**src/rtl/pjd_ram.sv**
```systemverilog
// generic single-write, single-read memory with registered read data
// no dependencies
module pjd_ram #(
  parameter int WIDTH = 32,
  parameter int DEPTH = 16
) (
  input  logic                     clk_i,
  input  logic                     we_i,
  input  logic [$clog2(DEPTH)-1:0] waddr_i,
  input  logic [WIDTH-1:0]         wdata_i,
  input  logic                     re_i,
  input  logic [$clog2(DEPTH)-1:0] raddr_i,
  output logic [WIDTH-1:0]         rdata_o
);

  logic [WIDTH-1:0] mem [DEPTH];
  logic [WIDTH-1:0] rdata_q;

  always_ff @(posedge clk_i) begin
    if (we_i) begin
      mem[waddr_i] <= wdata_i;
    end
    if (re_i) begin
      rdata_q <= mem[raddr_i];
    end
  end

  assign rdata_o = rdata_q;

endmodule

```
**config.mk**
```make
export PLATFORM = sky130hd
export DESIGN_NAME = pjd_ram
export DESIGN_NICKNAME = d
export VERILOG_FILES = /design/src/rtl/pjd_ram.sv
export SDC_FILE = /design/constraint.sdc
export NUM_CORES = 1
export LEC_CHECK = 0
export BUFFER_PORTS_ARGS = -buffer_cell sky130_fd_sc_hd__buf_2
export CAP_MARGIN = 10
export CORE_MARGIN = 4
export CORE_UTILIZATION = 50
export DETAILED_ROUTE_END_ITERATION = 16
export PLACE_DENSITY = 0.65
export SYNTH_ARGS = -nofsm -noshare
export SYNTH_HDL_FRONTEND = slang
export SYNTH_SLANG_ARGS = --single-unit
```
**constraint.sdc**
```tcl
create_clock -name clk_i -period 5.65 [get_ports clk_i]
set_input_delay 1.13 -clock clk_i [delete_from_list [all_inputs] [get_ports clk_i]]
set_output_delay 1.13 -clock clk_i [all_outputs]
set_load 0.1 [all_outputs]
```
Word-level counts from Yosys, hierarchy flattened. Memory sizes are Yosys's and may differ from the RTL's. A register that Yosys moved wholly into a read port is not among the register bits. Cells that the tools add are included.

Logic and storage cells: 3. Output and inout port bits: 32. Memories: 1. Input port bits: 43. RAM bits: 512. Register bits: 0.

Muxes and demuxes: 2.

Memories: mem (words 16, width 32, read ports 1, clocked after memory_dff 1, write ports 1, RTL line 16) `logic [WIDTH-1:0] mem [DEPTH];`.

Operators by type and width (number): two-way mux 1 bit (2).

Logic depth before layout (Yosys ltp).
Depth in word-level cells: 2. Gate-level depth with buffers: 5. Depth with buffers taken out: 3.

Least setup slack after synthesis. OpenSTA, ideal clock, no wires.

Path type: in2reg. Start point: input port waddr_i[2]. End point: memory mem[0][0], enable pin. Setup slack: 1.340 ns. Path buffers: 0. Stages: 2. Required time: 5.189 ns. Arrival: 3.848 ns. Setup time: 0.461 ns. Cells stage by stage: or3b_2 nor3_1.

RTL lines: start: declaration (RTL line 9) `input logic [$clog2(DEPTH)-1:0] waddr_i,`; end: declaration (RTL line 16).

No word-level cell before the write port.

==> flow_metrics.py <==
metrics = {
    "setup_path": {
        "path_cells": "clkbuf_8 > buf_4 > mux4_2 > a22oi_1 > nand2_1",
        "path_max_fanout": 55,
        "cp_top_family": "buffers and inverters",
        "crit_type": "input port to flip-flop",
        "cp.buffers_inverters": 2,
        "critPathRequiredTime_ns": 5.98,
        "start_kind": "input port",
        "max_stage_delay_ns": 0.56,
        "worst_setup_path_end_kind": "flip-flop",
        "crit_arrival_ns": 3.15,
        "crit_slowest_cell": "mux4_2",
    },
    "drt": {
        "vias": 9027,
        "drcViolationCount": 0,
        "drtPass1Iterations": 5,
        "wl_per_cell_microns": 27.19,
        "ant_nets": 0,
        "dr.first_iter.drc_count": 843,
        "wl_mm": 41.49,
        "viasPerCell": 5.915,
    },
    "yosys": {
        "synth_top_area_share_pct": 80.97,
        "synth_area_leaders": "edfxtp_1 (81%), mux4_2 (14%), a22oi_1 (2.4%), nand2_1 (0.61%), buf_4 (0.41%)",
        "synthXorXnorAreaFrac_pct": 0,
        "synth_top_family_by_area": "multiplexers",
        "yosys.area.top_type": "edfxtp_1",
        "synth_area_sq_um": 20170,
        "synth-compound-area-share_pct": 2.382,
        "ys_ff_latch": 544,
        "yosysSeqAreaShare_pct": 80.97,
        "syn_area_per_cell_sq_um": 24.07,
        "synthCells": 838,
        "synthMuxAreaShare_pct": 14.29,
        "ys_warn_count": 0,
        "synth_fa_ha_area_share_pct": 0,
        "synth_cell_types": 17,
        "synth_fp_nets": 881,
        "synth-simple-area-share_pct": 1.253,
    },
    "power": {
        "netSwitchingFraction_pct": 21.27,
        "p_int_mw": 6.761,
        "pwr-share-clk_pct": 40.7,
        "leakage_nw": 7.373,
        "seqPwrFrac_pct": 53.2,
        "p_sw_mw": 1.827,
        "ir_drop_mv": 0.2338,
        "p_per_area_nw_per_um2": 371.7,
        "pwr-share-comb_pct": 6.0,
    },
    "global_routing": {
        "grt_overflow": 0,
        "grt_use_total_pct": 19.33,
        "grt_pass1_wl_mm": 62.44,
        "antenna_found_initial": 3,
        "grt_pass1_vias": 9544,
        "grt_start_max_net_pins": 59,
    },
    "cts": {
        "insertion_delay_ns": 0.58,
        "cts-buffers-inserted": 54,
        "cts_hold_repair.buffers": 0,
        "clkSinkCount": 544,
        "cts_max_level": 2,
        "root_buffer": "clkbuf_16",
        "cts_max_path_buffers": 3,
        "cts_tree": "done",
        "postCtsSetupBuffers": 0,
        "clk_pin_slew_ns": 0.06,
        "cts_resized": 0,
    },
    "timing": {
        "fin_tns_setup_ns": 0,
        "max_slew_margin_pct": 21.21,
        "worst-slew-pin-transition_ns": 1.175,
        "drv_slew": 0,
        "rsz0062_at_grt": "no",
        "finalClockSkew_ns": 0.008074,
        "timing.final.hold_violations": 0,
        "fmax_mhz": 354.2,
        "fin_crit_ns": 2.823,
        "setup_viol": 0,
        "finalCritPeriodShare_pct": 49.96,
    },
    "floorplan": {
        "die_area_sq_um": 43630,
        "initial_core_util_pct": 50.66,
        "core_area_sq_um": 39820,
        "io_pins": 75,
        "rows": 73,
        "die_w_microns": 208.9,
        "die_h_microns": 208.9,
    },
    "layout": {
        "fillers": 2866,
        "final_util_pct": 58.02,
        "fin_nets": 996,
        "stdcell_count": 1526,
        "area_growth_pct": 14.52,
        "layout-drive-gt1-share_pct": 32.57,
    },
    "placement": {
        "hpwl_mm": 21.42,
        "place_congestion": 0.7117,
        "place_inst": 1422,
        "numPortBuffers": 74,
    },
    "job": {
        "cap_violations": 0,
    },
    "outcome": {
        "status": "completed",
    },
    "hold_path": {
        "hold_class": "flip-flop to flip-flop",
    },
}
[cell type report]
class / instances / area, sq um / share of cell area, %
sequential: 544 / 16340 / 70.71
multi-input combinational: 251 / 3750 / 16.23
clock buffer: 68 / 1468 / 6.353
tap: 525 / 656.9 / 2.843
timing repair buffer: 102 / 608.1 / 2.632
clock inverter: 33 / 277.8 / 1.202
antenna: 3 / 7.507 / 0.03249
[layer usage]
metal	track usage, %	share of wire, %	wire, microns
met5	0	0.029	12
met3	3.573	5.7	2360
met2	31.90	50	20940
met1	27.57	42	17450
met4	4.365	1.8	727
[final timing paths]
check	slack, ns	endpoint	cells past startpoint	from
max reg2reg	4.13	rdata_o[10]	3	mem[3][10]
max	2.83	rdata_o[6]	5	raddr_i[0]
min reg2reg	0.75	rdata_o[30]	3	mem[6][30]
min	0.75	rdata_o[30]	3	mem[6][30]
[layout by cell type, fill, tap and decap left out, drive strengths merged, types with 2 or more instances in the layout]
cell / n
a22oi: 64
buf: 101
bufinv: 5
clkbuf: 69
clkinv: 25
clkinvlp: 3
diode: 3
edfxtp: 544
mux4: 128
nand2: 33
nand2b: 2
nand3b: 2
nor2: 13
nor2b: 2
nor3: 4
[power groups by stage]
| stage | clock [mW] | combinational (mW) | sequential, mW |
|---|---|---|---|
| detailed placement | 0 | 0.527 | 4.66 |
| global placement | 0 | 0.522 | 4.65 |
| floorplan | 0 | 0.217 | 4.80 |
| global route | 3.76 | 0.554 | 4.58 |
| finish | 3.50 | 0.519 | 4.57 |
| CTS | 3.57 | 0.527 | 4.57 |
[flip-flops by register name, indices dropped and copies added, names as in the netlist]
register	count
rdata_o	32
mem	512
[per-stage QoR]
| step | setup slack (ns) | instance area, sq um | hold slack (ns) | total power, mW |
|---|---|---|---|---|
| 6_report | 2.827 | 23100 | 0.7464 | 8.587 |
| 5_1_grt | 2.622 | 23100 | 0.7771 | 8.892 |
| 2_1_floorplan | 1.340 | 20170 | 0.7103 | 5.013 |
| 3_3_place_gp | 2.137 | 21340 | 0.7270 | 5.176 |
| 4_1_cts | 2.809 | 23100 | 0.7526 | 8.666 |
| 3_5_place_dp | 2.185 | 21350 | 0.7393 | 5.185 |
[tightest hold or removal path, stage by stage, from the launching register on]
cell and delay (ns):
edfxtp_1 0.31, mux4_2 0.22, a22oi_1 0.06, nand2_1 0.06
[Yosys cell counts]
cell and count:
buf_4 11, buf_6 2, edfxtp_1 544, nand2_1 33, buf_1 9, nand3b_1 2
or3b_2 1, nand3_1 1, clkbuf_1 17, nand2b_1 2, nor2b_1 2, nor2_1 13
mux4_2 128, and2_1 1, buf_2 4, nor3_1 4, a22oi_1 64
[cell families (layout without fill, tap and decap cells)]
family / Yosys count / count (layout)
and+or+nand+nor: 59 / 59
muxes: 128 / 128
DFF: 544 / 544
other: 0 / 3
buffers and inverters: 43 / 203
AOI/OAI and AO/OA: 64 / 64
Power figures use the tool's default switching activity.
