**src/rtl/pjd_pkg.sv**
```systemverilog
// shared constants, field widths, microcode word and flag types for the job dispatcher
// no dependencies; used by pjd_seq and per_core_priority_job_dispatcher
package pjd_pkg;

  localparam int MAX_CORES      = 8;
  localparam int NUM_PRIORITIES = 3;
  localparam int QUEUE_DEPTH    = 16;
  localparam int TAG_WIDTH      = 32;

  localparam int NUM_QUEUES  = MAX_CORES * NUM_PRIORITIES;
  localparam int STORE_DEPTH = NUM_QUEUES * QUEUE_DEPTH;

  // item field widths
  localparam int PRIO_W   = 2;
  localparam int HINT_W   = 16;
  localparam int CORE_W   = 3;
  localparam int STATUS_W = 2;
  localparam int CFG_W    = 4;

  localparam int IN_DATA_W  = 56;
  localparam int OUT_DATA_W = 40;

  localparam int REM_W  = CORE_W + 1;
  localparam int Q_W    = $clog2(NUM_QUEUES);
  localparam int PTR_W  = $clog2(QUEUE_DEPTH);
  localparam int FILL_W = $clog2(QUEUE_DEPTH + 1);
  localparam int ADDR_W = $clog2(STORE_DEPTH);
  localparam int CNT_W  = $clog2(HINT_W);
  localparam int PC_W   = 4;

  typedef enum logic [STATUS_W-1:0] {
    ST_QUEUED    = 2'd0,
    ST_FULL      = 2'd1,
    ST_DELIVERED = 2'd2,
    ST_EMPTY     = 2'd3
  } status_e;

  typedef enum logic [3:0] {
    OP_NOP,
    OP_LATCH,
    OP_DIV_LOAD,
    OP_DIV_STEP,
    OP_TARGET,
    OP_ENQ,
    OP_SCAN,
    OP_NEXT,
    OP_TAKE,
    OP_EMIT
  } op_e;

  typedef enum logic [2:0] {
    COND_NONE,
    COND_NO_IN,
    COND_FETCH,
    COND_DIV_BUSY,
    COND_HIT,
    COND_MORE,
    COND_OUT_BUSY
  } cond_e;

  typedef struct packed {
    op_e             op;
    cond_e           cond;
    logic [PC_W-1:0] jump;
    logic [PC_W-1:0] next;
  } uword_t;

  typedef struct packed {
    logic no_in;
    logic is_fetch;
    logic div_busy;
    logic hit;
    logic more;
    logic out_busy;
  } flags_t;

endpackage

```
**src/rtl/pjd_seq.sv**
```systemverilog
// microcode sequencer: step counter, control store and conditional next-step select
// depends on pjd_pkg
module pjd_seq (
  input  logic            clk_i,
  input  logic            rst_ni,
  input  pjd_pkg::flags_t flags_i,
  output pjd_pkg::uword_t uword_o
);

  localparam logic [pjd_pkg::PC_W-1:0] STEP_IDLE     = 4'd0;
  localparam logic [pjd_pkg::PC_W-1:0] STEP_DISPATCH = 4'd1;
  localparam logic [pjd_pkg::PC_W-1:0] STEP_DIV_LOAD = 4'd2;
  localparam logic [pjd_pkg::PC_W-1:0] STEP_DIV_STEP = 4'd3;
  localparam logic [pjd_pkg::PC_W-1:0] STEP_TARGET   = 4'd4;
  localparam logic [pjd_pkg::PC_W-1:0] STEP_ENQ      = 4'd5;
  localparam logic [pjd_pkg::PC_W-1:0] STEP_SCAN     = 4'd6;
  localparam logic [pjd_pkg::PC_W-1:0] STEP_NEXT     = 4'd7;
  localparam logic [pjd_pkg::PC_W-1:0] STEP_TAKE     = 4'd8;
  localparam logic [pjd_pkg::PC_W-1:0] STEP_EMIT     = 4'd9;

  function automatic pjd_pkg::uword_t rom(input logic [pjd_pkg::PC_W-1:0] pc);
    pjd_pkg::uword_t uw;
    case (pc)
      STEP_IDLE: begin
        uw = '{op: pjd_pkg::OP_LATCH, cond: pjd_pkg::COND_NO_IN,
               jump: STEP_IDLE, next: STEP_DISPATCH};
      end
      STEP_DISPATCH: begin
        uw = '{op: pjd_pkg::OP_NOP, cond: pjd_pkg::COND_FETCH,
               jump: STEP_SCAN, next: STEP_DIV_LOAD};
      end
      STEP_DIV_LOAD: begin
        uw = '{op: pjd_pkg::OP_DIV_LOAD, cond: pjd_pkg::COND_NONE,
               jump: STEP_IDLE, next: STEP_DIV_STEP};
      end
      STEP_DIV_STEP: begin
        uw = '{op: pjd_pkg::OP_DIV_STEP, cond: pjd_pkg::COND_DIV_BUSY,
               jump: STEP_DIV_STEP, next: STEP_TARGET};
      end
      STEP_TARGET: begin
        uw = '{op: pjd_pkg::OP_TARGET, cond: pjd_pkg::COND_NONE,
               jump: STEP_IDLE, next: STEP_ENQ};
      end
      STEP_ENQ: begin
        uw = '{op: pjd_pkg::OP_ENQ, cond: pjd_pkg::COND_NONE,
               jump: STEP_IDLE, next: STEP_EMIT};
      end
      STEP_SCAN: begin
        uw = '{op: pjd_pkg::OP_SCAN, cond: pjd_pkg::COND_HIT,
               jump: STEP_TAKE, next: STEP_NEXT};
      end
      STEP_NEXT: begin
        uw = '{op: pjd_pkg::OP_NEXT, cond: pjd_pkg::COND_MORE,
               jump: STEP_SCAN, next: STEP_EMIT};
      end
      STEP_TAKE: begin
        uw = '{op: pjd_pkg::OP_TAKE, cond: pjd_pkg::COND_NONE,
               jump: STEP_IDLE, next: STEP_EMIT};
      end
      STEP_EMIT: begin
        uw = '{op: pjd_pkg::OP_EMIT, cond: pjd_pkg::COND_OUT_BUSY,
               jump: STEP_EMIT, next: STEP_IDLE};
      end
      default: begin
        uw = '{op: pjd_pkg::OP_NOP, cond: pjd_pkg::COND_NONE,
               jump: STEP_IDLE, next: STEP_IDLE};
      end
    endcase
    return uw;
  endfunction

  logic [pjd_pkg::PC_W-1:0] pc_q, pc_d;
  pjd_pkg::uword_t          uword;
  logic                     take_jump;

  assign uword = rom(pc_q);

  always_comb begin
    case (uword.cond)
      pjd_pkg::COND_NO_IN:    take_jump = flags_i.no_in;
      pjd_pkg::COND_FETCH:    take_jump = flags_i.is_fetch;
      pjd_pkg::COND_DIV_BUSY: take_jump = flags_i.div_busy;
      pjd_pkg::COND_HIT:      take_jump = flags_i.hit;
      pjd_pkg::COND_MORE:     take_jump = flags_i.more;
      pjd_pkg::COND_OUT_BUSY: take_jump = flags_i.out_busy;
      default:                take_jump = 1'b0;
    endcase
    pc_d = take_jump ? uword.jump : uword.next;
  end

  always_ff @(posedge clk_i or negedge rst_ni) begin
    if (!rst_ni) begin
      pc_q <= STEP_IDLE;
    end else begin
      pc_q <= pc_d;
    end
  end

  assign uword_o = uword;

endmodule

```
**config.mk**
```make
export PLATFORM = sky130hd
export DESIGN_NAME = pjd_seq
export DESIGN_NICKNAME = d
export VERILOG_FILES = /design/src/rtl/pjd_pkg.sv /design/src/rtl/pjd_seq.sv
export SDC_FILE = /design/constraint.sdc
export NUM_CORES = 1
export LEC_CHECK = 0
export BUFFER_PORTS_ARGS = -buffer_cell sky130_fd_sc_hd__buf_2
export CORE_AREA = 3 3 40 42
export DETAILED_ROUTE_END_ITERATION = 8
export DIE_AREA = 0 0 43 45
export HOLD_SLACK_MARGIN = 0.03
export PLACE_DENSITY = 0.64
export SYNTH_ARGS = -nofsm -noshare
export SYNTH_HDL_FRONTEND = slang
export SYNTH_SLANG_ARGS = --single-unit
export TNS_END_PERCENT = 20
```
**constraint.sdc**
```tcl
create_clock -name clk_i -period 3.1 [get_ports clk_i]
set_input_delay 0.31 -clock clk_i [delete_from_list [all_inputs] [get_ports clk_i]]
set_output_delay 0.31 -clock clk_i [all_outputs]
set_load 0.05 [all_outputs]
```
# Word level (Yosys, flattened, before mapping)
# Memories as Yosys holds them, arrays and structs flattened.
# Index checks and enable logic that the tools add are counted.
[word_totals] in_bits=8 ff_bits=4 romBits=240 mem_count=1 output_inout_bits=15
[memory_table] name="(name not given)" depth=16 width=15 read_ports=1 rd_clocked_by_memory_dff=0 write_ports=0 line_no="pjd_seq.sv:23" source="case (pc)"
[op_classes] mux=2 eq_ne=6
[ops] cell="$eq A3 B3 Y1 const B" n=3
[ops] cell="$eq A3 B2 Y1 const B" n=2
[ops] cell="$pmux W1 S6" n=1
[ops] cell="$mux W4" n=1
[ops] cell="$eq A3 B1 Y1 const B" n=1

# Depth between registers and ports, before layout
# An unclocked memory read counts as a cell.
[depth] ltp_word=4 ltp_mapped=8 mapped_depth_nobuf=8

# Least setup slack after synthesis
# Ideal clock, no wire load.
[synth_path] path_kind="reg2reg" from="register pc_q[3] (netlist bit)" to="register pc_q[3] (netlist bit)" slack_ps=484 stages_incl_launch_ff=6 period_less_slack_ps=2616 setup_time_ps=127 arrival_time_ps=2489 t_required_ps=2973 cell_sequence="dfrtp_1 -> nor2b_1 -> a21o_1 -> a31oi_1 -> a32oi_4 -> mux2_2"
[synth_rtl] element="from (decl)" line_no="pjd_seq.sv:72" source="logic [pjd_pkg::PC_W-1:0] pc_q, pc_d;"
[synth_rtl] element="from (signal assigned)" line_no="pjd_seq.sv:95" source="pc_q <= pc_d;"

# Worst setup path after layout
[layout_path] from="register pc_q[0] (netlist bit)" to="register pc_q[2] (netlist bit)"
[layout_via] elab_chain_len=4 elab_cells_between_ends=9 cone_classes="eq/ne (6); mux (2); memory (1)"
[layout_rtl] element="$mem_v2 Z16 W15 *"
[layout_rtl] element="$eq A3 B3 Y1, or another cell as far along" line_no="pjd_seq.sv:79" source="case (uword.cond)"
[layout_rtl] element="$pmux W1 S6" line_no="pjd_seq.sv:79"
[layout_rtl] element="$mux W4 *" line_no="pjd_seq.sv:88" source="pc_d = take_jump ? uword.jump : uword.next;"
[layout_rtl] element="net pc_d, one bit" line_no="pjd_seq.sv:72"
# The timed path passes the listed nets; every way through them passes the cells marked *.

==> results.md <==
* Status: finished clean
* Critical path class: reg2reg
* Capturing point of the worst reg2reg path: pc_q[2]
* Via density at roughly 5
* Routability congestion estimate at 0.7196
* Clock Skew at about 0.0026 ns
* Area taken by multi-input logic gates at 347.8 um2
* Max reg flops at 4
* Fmax at around 440 MHz
* Highest Signal Layer: met3
* Buf/Inv on CP at 2
* CTS Buf Count at 3
* Htree depth at 1
* Endpoints failing hold at 0
* Total global routing overflow at 0
* Max clock buf depth at 2
* I/O pin cnt at 23
* Routed via count at between 400 and 500
* Mapped Cells at between 50 and 60
* Top cells by area, synth: dfrtp_1 21%, ha_1 11%, mux2_2 9.6%, mux2i_1 6.4%, a32oi_4 5.9%
* Final non-filler cell total at 94
* Wire per inst at between 10 and 15 um
* Max_slew headroom at 0.7023
* Die W at around 43 um
* Final Critical Period at about 2.3 ns
* Flops & latches, synth at 4
* Setup Buffers After CTS at 0
* Worst r2r src: pc_q[0]
* Hold Crit Class: in2async
* Met2 wire len at 555 um
* CP arrival at between 2 and 2.5 ns
* Filler cells at between 100 and 150
* Reported max-cap violation count at 0
* Worst slew pin tran at around 0.45 ns
* Core box area at ~1300 um2
* Syn_area_per_cell at ~8.5 um2
* Slew Viols, Final at 0
* Post-placement cell count at 90
* Top-area cell type share of the netlist area at 0.2139
* CTS Hold Bufs at 1
* Clock Pin Slew Worst Setup and Hold Paths at roughly 0.040 ns
* Cell area after synthesis at about 470 um2
* Clk_lat worst skew at 0.23 ns
* Reg area at roughly 100 um2
* Routed wire length at between 1 and 1.5 mm
* Register-to-Register Path Depth at 8
* CP peak stage delay at 0.42 ns
* M1 WL at 510 um
* Cts repair resizes at 0
* Clk sinks at 4
* Root Buffer: clkbuf_4
* Antenna Nets Post-Route at 0
* Die ar. at 1935 um2
* DP Wirelength at a little over 900 um
* RSZ-0062 raised after global routing: no
* Synth cell types at 25
* Dpl cell area at 588.1 um2
* Crit-path leading delay family: compound AO/OA/AOI/OAI gates
* CP Cell Sequence: inv_1, ha_1, or2_1, a21o_1, inv_1, nand3b_1, a32oi_4, mux2_2
* CP max stage cell: dfrtp_1
* Fin nets at between 90 and 100
* Largest regs: pc_q x4
* DRT iter0 DRCs at 2
* Met3 routed WL at ~38 um
* Initial antenna violation count at 0
* Drt pass-1 iters at 2
* Share of layout cells above drive strength 1 at 0.3924
* Die Y at 45 um
* CP most frequent cell: inv_1
* Antenna Cells at 0
* Total negative slack at 0 ns
* Port bufs at 22
* Top reg by flops: pc_q
* Crit share post-route at 0.7333
* Gr usage total at 0.1312
* R2R setup slack at about 0.83 ns
* Initial Utilization at 0.3642
* Net count after synthesis at 67
* Number of global-route vias before repair at around 430
* Setup violators final at 0
* Synth area leader: dfrtp_1
* Largest net degree at the start of global routing at 17
* Global-route wire length before repair at ~1.9 mm
* Area Growth Syn to Fin at 32.62%
* Drc violations at 0
* Num rows at 13
* Ys Warns at 0
* CTS tree: done
* Post-synthesis sequential area ratio at 0.2139
* WP data required at 3.21 ns
* Crit end category: flop
* Final core occ at 0.4830
* Crit Path Max Fanout at 6
* Finished Cell Area at about 620 um2
* CP Launch Type: flop
## metrics by stage
step / worst slack, ns / hold WS, ns
global route: 0.6566 / 0.4043
floorplan: 0.4838 / 0.01441
finish: 0.8269 / 0.4103
global placement: 0.8619 / 0.1178
CTS: 0.8228 / 0.3990
detailed placement: 0.8326 / 0.1205
## routing by layer
metal,global-route usage,up-vias
met4,0.09036,0
met1,0.1703,207
met2,0.1946,8
met3,0.02789,0
met5,0,-
li1,-,245
## placed cells by master (no fill, tap or decap), drive strengths merged
cell type | netlist | final
buf | 1 | 22
nand2 | 5 | 5
nor2 | 4 | 4
a21oi | 4 | 4
nand2b | 4 | 4
mux2 | 4 | 4
ha | 4 | 4
dfrtp | 4 | 4
inv | 3 | 3
a21o | 3 | 3
mux2i | 3 | 3
clkbuf | 1 | 3
nor2b | 2 | 2
o21ai | 2 | 2
or2 | 2 | 2
and3b | 1 | 1
o21bai | 1 | 1
or3 | 1 | 1
o211ai | 1 | 1
nand3b | 1 | 1
or3b | 1 | 1
a31oi | 1 | 1
a32oi | 1 | 1
and2 | 1 | 1
dlygate4sd3 | 0 | 1
## cells by family (layout without fill, tap and decap cells)
logic type / count (synthesis) / in the layout / share of synthesized area
and+or+nand+nor: 22 / 22 / 0.2594
AOI/OAI and AO/OA: 13 / 13 / 0.2166
DFF: 4 / 4 / 0.2139
adders and majority gates: 4 / 4 / 0.1070
buffers and inverters: 5 / 29 / 0.04276
muxes: 7 / 7 / 0.1604
## layout make-up
| cell class | count | share of cell area |
|---|---|---|
| well taps | 15 | 0.03024 |
| multi-input cells | 46 | 0.5605 |
| inverters | 3 | 0.01815 |
| repair buffers | 23 | 0.1935 |
| flip-flops and latches | 4 | 0.1613 |
| clock buffers | 3 | 0.03629 |
## worst max-delay path by stage
stage / start / to / slack, ns / cells past startpoint
floorplan: pc_q[3] / pc_q[3] / 0.48 / 5
global placement: pc_q[0] / pc_q[2] / 0.86 / 8
detailed placement: pc_q[0] / pc_q[1] / 0.83 / 8
CTS: pc_q[0] / pc_q[1] / 0.82 / 8
global route: pc_q[0] / pc_q[1] / 0.66 / 8
finish: pc_q[0] / pc_q[2] / 0.83 / 8
## Yosys cell counts
cell type  instances
o211ai_1           1
nor2_1             4
mux2i_1            3
or3b_1             1
a21o_1             3
inv_1              3
a31oi_1            1
o21ai_0            2
mux2_2             4
ha_1               4
or2_2              1
nand3b_1           1
or2_1              1
buf_2              1
o21bai_1           1
and2_1             1
nand2b_1           4
nand2_1            5
and3b_1            1
or3_1              1
clkbuf_1           1
dfrtp_1            4
nor2b_1            2
a21oi_1            4
a32oi_4            1
Power is not shown: default switching activity piles up to over one toggle a cycle in this logic, so the estimate is an artifact.
